### config.mk
export PLATFORM = sky130hd
export DESIGN_NAME = tcli_lane
export DESIGN_NICKNAME = d
export VERILOG_FILES = /design/src/rtl/tone_curve_lut_interpolator_assert.svh /design/src/rtl/tcli_pkg.sv /design/src/rtl/tcli_lane.sv
export SDC_FILE = /design/constraint.sdc
export NUM_CORES = 2
export LEC_CHECK = 0
export BUFFER_PORTS_ARGS = -buffer_cell sky130_fd_sc_hd__clkbuf_2
export CAP_MARGIN = 10
export CORE_ASPECT_RATIO = 0.75
export CORE_UTILIZATION = 65
export CTS_CLUSTER_DIAMETER = 80
export DETAILED_ROUTE_END_ITERATION = 12
export GPL_TIMING_DRIVEN = 0
export PLACE_DENSITY_LB_ADDON = 0.1
export RECOVER_POWER = 25
export REMOVE_ABC_BUFFERS = 1
export SYNTH_ARGS = -nofsm -noshare
export SYNTH_HDL_FRONTEND = slang
export SYNTH_SLANG_ARGS = --single-unit
### constraint.sdc
create_clock -name clk -period 14 [get_ports clk]
set_input_delay 0.7 -clock clk [delete_from_list [all_inputs] [get_ports clk]]
set_output_delay 0.7 -clock clk [all_outputs]
set_load 0.02 [all_outputs]
### src/rtl/tone_curve_lut_interpolator_assert.svh
// Assertion helpers for the tone curve RTL.
// Each macro samples on clk and is disabled while rst_n is low.
`ifndef TONE_CURVE_LUT_INTERPOLATOR_ASSERT_SVH
`define TONE_CURVE_LUT_INTERPOLATOR_ASSERT_SVH

// Check that a condition implies another in the same cycle.
`define TCLI_ASSERT_SAME(lbl, ante, cons) \
    lbl: assert property (@(posedge clk) disable iff (!rst_n) (ante) |-> (cons)) \
        else $error("tone curve assertion failed");

// Check that a condition implies another in the next cycle.
`define TCLI_ASSERT_NEXT(lbl, ante, cons) \
    lbl: assert property (@(posedge clk) disable iff (!rst_n) (ante) |=> (cons)) \
        else $error("tone curve assertion failed");

`endif

### src/rtl/tcli_pkg.sv
package tcli_pkg;

    // Table geometry
    localparam int TABLE_ENTRIES   = 257;
    localparam int ADDR_W          = 9;
    localparam int LEVEL_W         = 8;
    localparam int LUT_IDX_W       = 8;

    // Sample depth
    localparam int SAMPLE_W        = 16;
    localparam int BITS_W          = 5;
    localparam int MIN_SAMPLE_BITS = 8;
    localparam int MAX_SAMPLE_BITS = 16;
    localparam int SHIFT_W         = 4;
    localparam int FRAC_W          = 8;
    localparam int STEP_W          = 9;
    localparam int ACC_W           = 17;

    // Configuration port
    localparam int CFG_IDX_W       = 4;
    localparam int CFG_DATA_W      = 5;
    localparam logic [CFG_IDX_W-1:0] REG_SAMPLE_BITS = 4'd0;
    localparam logic [CFG_IDX_W-1:0] REG_GRAY_MODE   = 4'd1;

    // Commands
    localparam logic CMD_LOAD = 1'b0;
    localparam logic CMD_MAP  = 1'b1;

    // Control from the top level to each channel lane
    typedef struct packed {
        logic                wr_en;
        logic [ADDR_W-1:0]   wr_addr;
        logic [LEVEL_W-1:0]  wr_data;
        logic                adv1;
        logic                adv2;
        logic [SHIFT_W-1:0]  shift;
    } lane_ctrl_t;

endpackage

### src/rtl/tcli_lane.sv
// One color channel: private copy of the curve table, neighbor read,
// weighted blend and final shift.
module tcli_lane (
    input  logic                              clk,
    input  tcli_pkg::lane_ctrl_t              ctrl,
    input  logic [tcli_pkg::SAMPLE_W-1:0]     sample,
    output logic [tcli_pkg::LEVEL_W-1:0]      level
);

    logic [tcli_pkg::LEVEL_W-1:0]   mem [0:tcli_pkg::TABLE_ENTRIES-1];

    logic [tcli_pkg::SAMPLE_W-1:0]  masked;
    logic [tcli_pkg::SAMPLE_W-1:0]  frac_full;
    logic [tcli_pkg::SAMPLE_W-1:0]  idx_full;
    logic [tcli_pkg::LUT_IDX_W-1:0] lo_idx;
    logic [tcli_pkg::ADDR_W-1:0]    lo_addr;
    logic [tcli_pkg::ADDR_W-1:0]    hi_addr;

    logic [tcli_pkg::LEVEL_W-1:0]   rd_lo_reg;
    logic [tcli_pkg::LEVEL_W-1:0]   rd_hi_reg;
    logic [tcli_pkg::FRAC_W-1:0]    frac1_reg;
    logic [tcli_pkg::SHIFT_W-1:0]   shift1_reg;

    logic [tcli_pkg::STEP_W-1:0]    step;
    logic [tcli_pkg::STEP_W-1:0]    w_lo;
    logic [tcli_pkg::ACC_W-1:0]     prod_lo;
    logic [tcli_pkg::ACC_W-1:0]     prod_hi;
    logic [tcli_pkg::ACC_W-1:0]     acc_next;
    logic [tcli_pkg::ACC_W-1:0]     acc_reg;
    logic [tcli_pkg::SHIFT_W-1:0]   shift2_reg;

    // Split the sample into table index and blend weight
    always_comb
    begin
        masked    = sample & ~({tcli_pkg::SAMPLE_W{1'b1}}
                               << ({1'b0, ctrl.shift} + 5'd8));
        frac_full = masked & ~({tcli_pkg::SAMPLE_W{1'b1}} << ctrl.shift);
        idx_full  = masked >> ctrl.shift;
        lo_idx    = idx_full[tcli_pkg::LUT_IDX_W-1:0];
        lo_addr   = {1'b0, lo_idx};
        hi_addr   = lo_addr + 9'd1;
    end

    // Write table entries, read both neighbors
    always_ff @(posedge clk)
    begin
        if (ctrl.wr_en)
        begin
            mem[ctrl.wr_addr] <= ctrl.wr_data;
        end
        if (ctrl.adv1)
        begin
            rd_lo_reg  <= mem[lo_addr];
            rd_hi_reg  <= mem[hi_addr];
            frac1_reg  <= frac_full[tcli_pkg::FRAC_W-1:0];
            shift1_reg <= ctrl.shift;
        end
    end

    // Blend the two neighbors
    always_comb
    begin
        step     = 9'd1 << shift1_reg;
        w_lo     = step - {1'b0, frac1_reg};
        prod_lo  = 17'(rd_lo_reg) * 17'(w_lo);
        prod_hi  = 17'(rd_hi_reg) * 17'(frac1_reg);
        acc_next = prod_lo + prod_hi;
    end

    // Hold the blend for the final shift
    always_ff @(posedge clk)
    begin
        if (ctrl.adv2)
        begin
            acc_reg    <= acc_next;
            shift2_reg <= shift1_reg;
        end
    end

    // Scale back to a display level
    assign level = tcli_pkg::LEVEL_W'(acc_reg >> shift2_reg);

endmodule

==> impl_metrics.json <==
{
  "final_nets": 6549,
  "place.port_buffers": 48,
  "min_period_ns": 10.81,
  "cp_top_family": "buffers and inverters",
  "chipHeight_um": 350.3,
  "worst_setup_path_start_kind": "input port",
  "synth_xor_area_share_pct": 0.2821,
  "track_usage_pct": 39.70,
  "hold_violations": 0,
  "coreArea_um2": 160200,
  "areaGrowthSynthToFinish_pct": 9.385,
  "cp_max_fo": 132,
  "via_per_inst": 7.610,
  "cp.arrival_ns": 11.37,
  "end_kind": "flop",
  "synth_area_um2": 105100,
  "final_util_pct": 71.79,
  "timing.final.crit_share_pct": 77.18,
  "cp_data_required_time_ns": 14.56,
  "cts_max_level": 4,
  "max_stage_delay_ns": 1.12,
  "synth_edf_count": 2105,
  "final_max_slew_viol_count": 1155,
  "tightest_slew_ns": 6.779,
  "slew_headroom_pct": -351.9,
  "yosys.area_share.adder_pct": 2.885,
  "crit_type": "input port to flop",
  "max-vdd-ir-drop_uv": 935.6,
  "grt_max_degree": 138,
  "synth_cells": 6391,
  "postCtsHoldBufs": 0,
  "ys.flop_type": "edfxtp_1",
  "hpwl_um": 208400,
  "synth_common_cells": "2105 x edfxtp_1, 954 x mux4_2, 842 x nand2_1, 361 x nor2_1, 267 x mux2i_1",
  "synth_area_leader_cell": "edfxtp_1",
  "num_rows": 127,
  "rsz0062_at_grt": "false",
  "status": "finished with violations",
  "cts.sinks": 2105,
  "first_global_vias": 63480,
  "synth_top_family_by_area": "multiplexers",
  "antenna_found_initial": 33,
  "synth.most_common_cell": "edfxtp_1",
  "die_area_um2": 163400,
  "hold_depth": 2,
  "reg2regPathDepth": 29,
  "stdcell_area_um2": 115000,
  "synth_warnings": 0,
  "grt_pass1_wl_um": 455200,
  "finClkSkew_ns": 0.03001,
  "failed_checks": "capacitance limit, slew limit",
  "vias": 65680,
  "crit_buf_inv": 13,
  "start_util_pct": 65.63,
  "worstSetupPathDepth": 24,
  "synth_area_per_cell_um2": 16.45,
  "place_area_um2": 109000,
  "power.density_nw_per_um2": 183.4,
  "cp_cell_sequence": "clkbuf_1 -> mux4_1 -> mux2i_1 -> mux2_8 -> buf_16 -> inv_16 -> buf_16 -> ha_4 -> buf_16 -> buf_16 -> buf_16 -> inv_2 -> nor4_4 -> buf_6 -> buf_6 -> buf_6 -> buf_8 -> buf_6 -> nand3_1 -> o2111ai_1 -> nand3_1 -> a211oi_1 -> o21ai_1 -> o2111a_1",
  "finalSetupViolations": 0,
  "overflow": 0,
  "total_power_mw": 21.10,
  "drtIter0Drc": 11550,
  "synth-compound-area-share_pct": 3.494,
  "yosysTopAreaCellShare_pct": 60.13,
  "synthTopCellsByArea": "edfxtp_1 60%, mux4_2 20%, nand2_1 3.0%, mux2i_1 2.5%, fa_1 2.0%",
  "post_cts_buffers": 0,
  "yosys.area_share.simple_pct": 7.003,
  "ys_ff_latch": 2105,
  "cts_made_buffers": 197,
  "largest_register_ffs": 2056,
  "synth-async-reset-ratio_pct": 0,
  "drtAntennaViolNets": 0,
  "crit_top_cell": "buf_16",
  "synthDistinctLibCells": 85,
  "path_clk_slew_ns": 0.06,
  "seq_area_frac_synth_pct": 60.13,
  "fmax_mhz": 92.54,
  "slowest_stage": "ha_4",
  "drive_gt1_share_pct": 22.34,
  "clkLatencyLatePin_ns": 0.87,
  "drc": 0,
  "firstDrtPassIters": 8,
  "fp.dieW_um": 466.4,
  "gp_congestion": 0.9822,
  "cts_max_path_buffers": 3,
  "io_pins": 49,
  "wire_per_inst_um": 37.00,
  "hp-class": "input port to flop",
  "synth.area.mux_share_pct": 23.22,
  "cts_tree": "built",
  "max-cap-violations": 12,
  "wirelength_um": 319300,
  "cts_resized": 0,
  "power.leakage_nw": 37.88,
  "clockRootBuffer": "clkbuf_16"
}
## final timing paths
check / startpoint / to / slack [ns]
worst max-delay path: ctrl[0] / rd_hi_reg[4] / 3.19
worst max register to register: shift1_reg[2] / acc_reg[16] / 5.38
worst min-delay path: sample[1] / frac1_reg[1] / 0.19
worst min register to register: shift1_reg[3] / shift2_reg[3] / 0.65
## cells by family (layout without fill, tap and decap cells)
kind of cell / Yosys count / after routing
xor gates and xnor gates: 30 / 30
adders and majority gates: 180 / 180
and+or+nand+nor: 1683 / 1683
muxes: 1238 / 1238
AOI/OAI and AO/OA: 521 / 521
other: 0 / 20
buffers and inverters: 634 / 726
DFF: 2105 / 2105
## per-layer routing
metal  vias to the layer above  GRT usage (%)  wire length (um)  part of all wire, %
met3                       857          15.53             53500                   17
met1                     33840          57.25            114300                   36
met4                        28          16.50             14960                  4.7
met2                      5414          54.47            136400                   43
met5                         -         0.6702               204                0.064
li1                      25550              -                 -                    -
## layout make-up
cell class	instances	area, um2
diodes	20	50.05
clock buffers	253	5289
clock inverters	101	820.8
fillers	9748	45180
inverters	176	684.4
multi-input cells	3652	39010
flip-flops and latches	2105	63210
well taps	2128	2663
repair buffers	196	3267
## cells in the final DEF, fill, tap and decap left out, types with 15 or more instances in the layout
cell type and instances:
nand3_1 167, a21oi_1 59, clkinv_1 48, a31oi_1 87, nand4_1 40, a32oi_1 52, a22oi_1 77, buf_12 31
buf_8 23, nand2_1 830, a221oi_1 15, ha_1 75, a211oi_1 15, clkbuf_1 68, inv_1 172, o21ai_1 21
diode_2 20, edfxtp_1 2105, buf_16 66, clkbuf_2 34, xnor2_1 15, nor2_1 359, nor2b_1 17, clkbuf_16 204
clkinv_2 29, and3_1 80, mux4_2 952, o21ai_0 51, buf_6 20, o2111ai_1 26, a311oi_1 20, fa_1 104
o22ai_1 22, and2_1 94, nor3_1 23, mux2i_1 267
## stage by stage
stage / setup TNS [ns] / hold slack (ns) / setup WS, ns / instances
after floorplan: -220.82 / 0.5170 / -20.97 / 5933
after global placement: -779.10 / 0.6535 / -75.91 / 8109
after detailed placement: 0 / 0.6383 / 3.166 / 8256
after CTS: 0 / 0.08250 / 4.034 / 8610
after global routing: 0 / 0.1792 / 3.126 / 8616
final: 0 / 0.1915 / 3.194 / 8631
## where the power goes
part | switching (mW) | internal (mW)
clock network | 2.39 | 2.86
registers | 0.0674 | 7.32
logic | 4.85 | 3.60
Note: power is estimated with default switching activity, not from simulation.
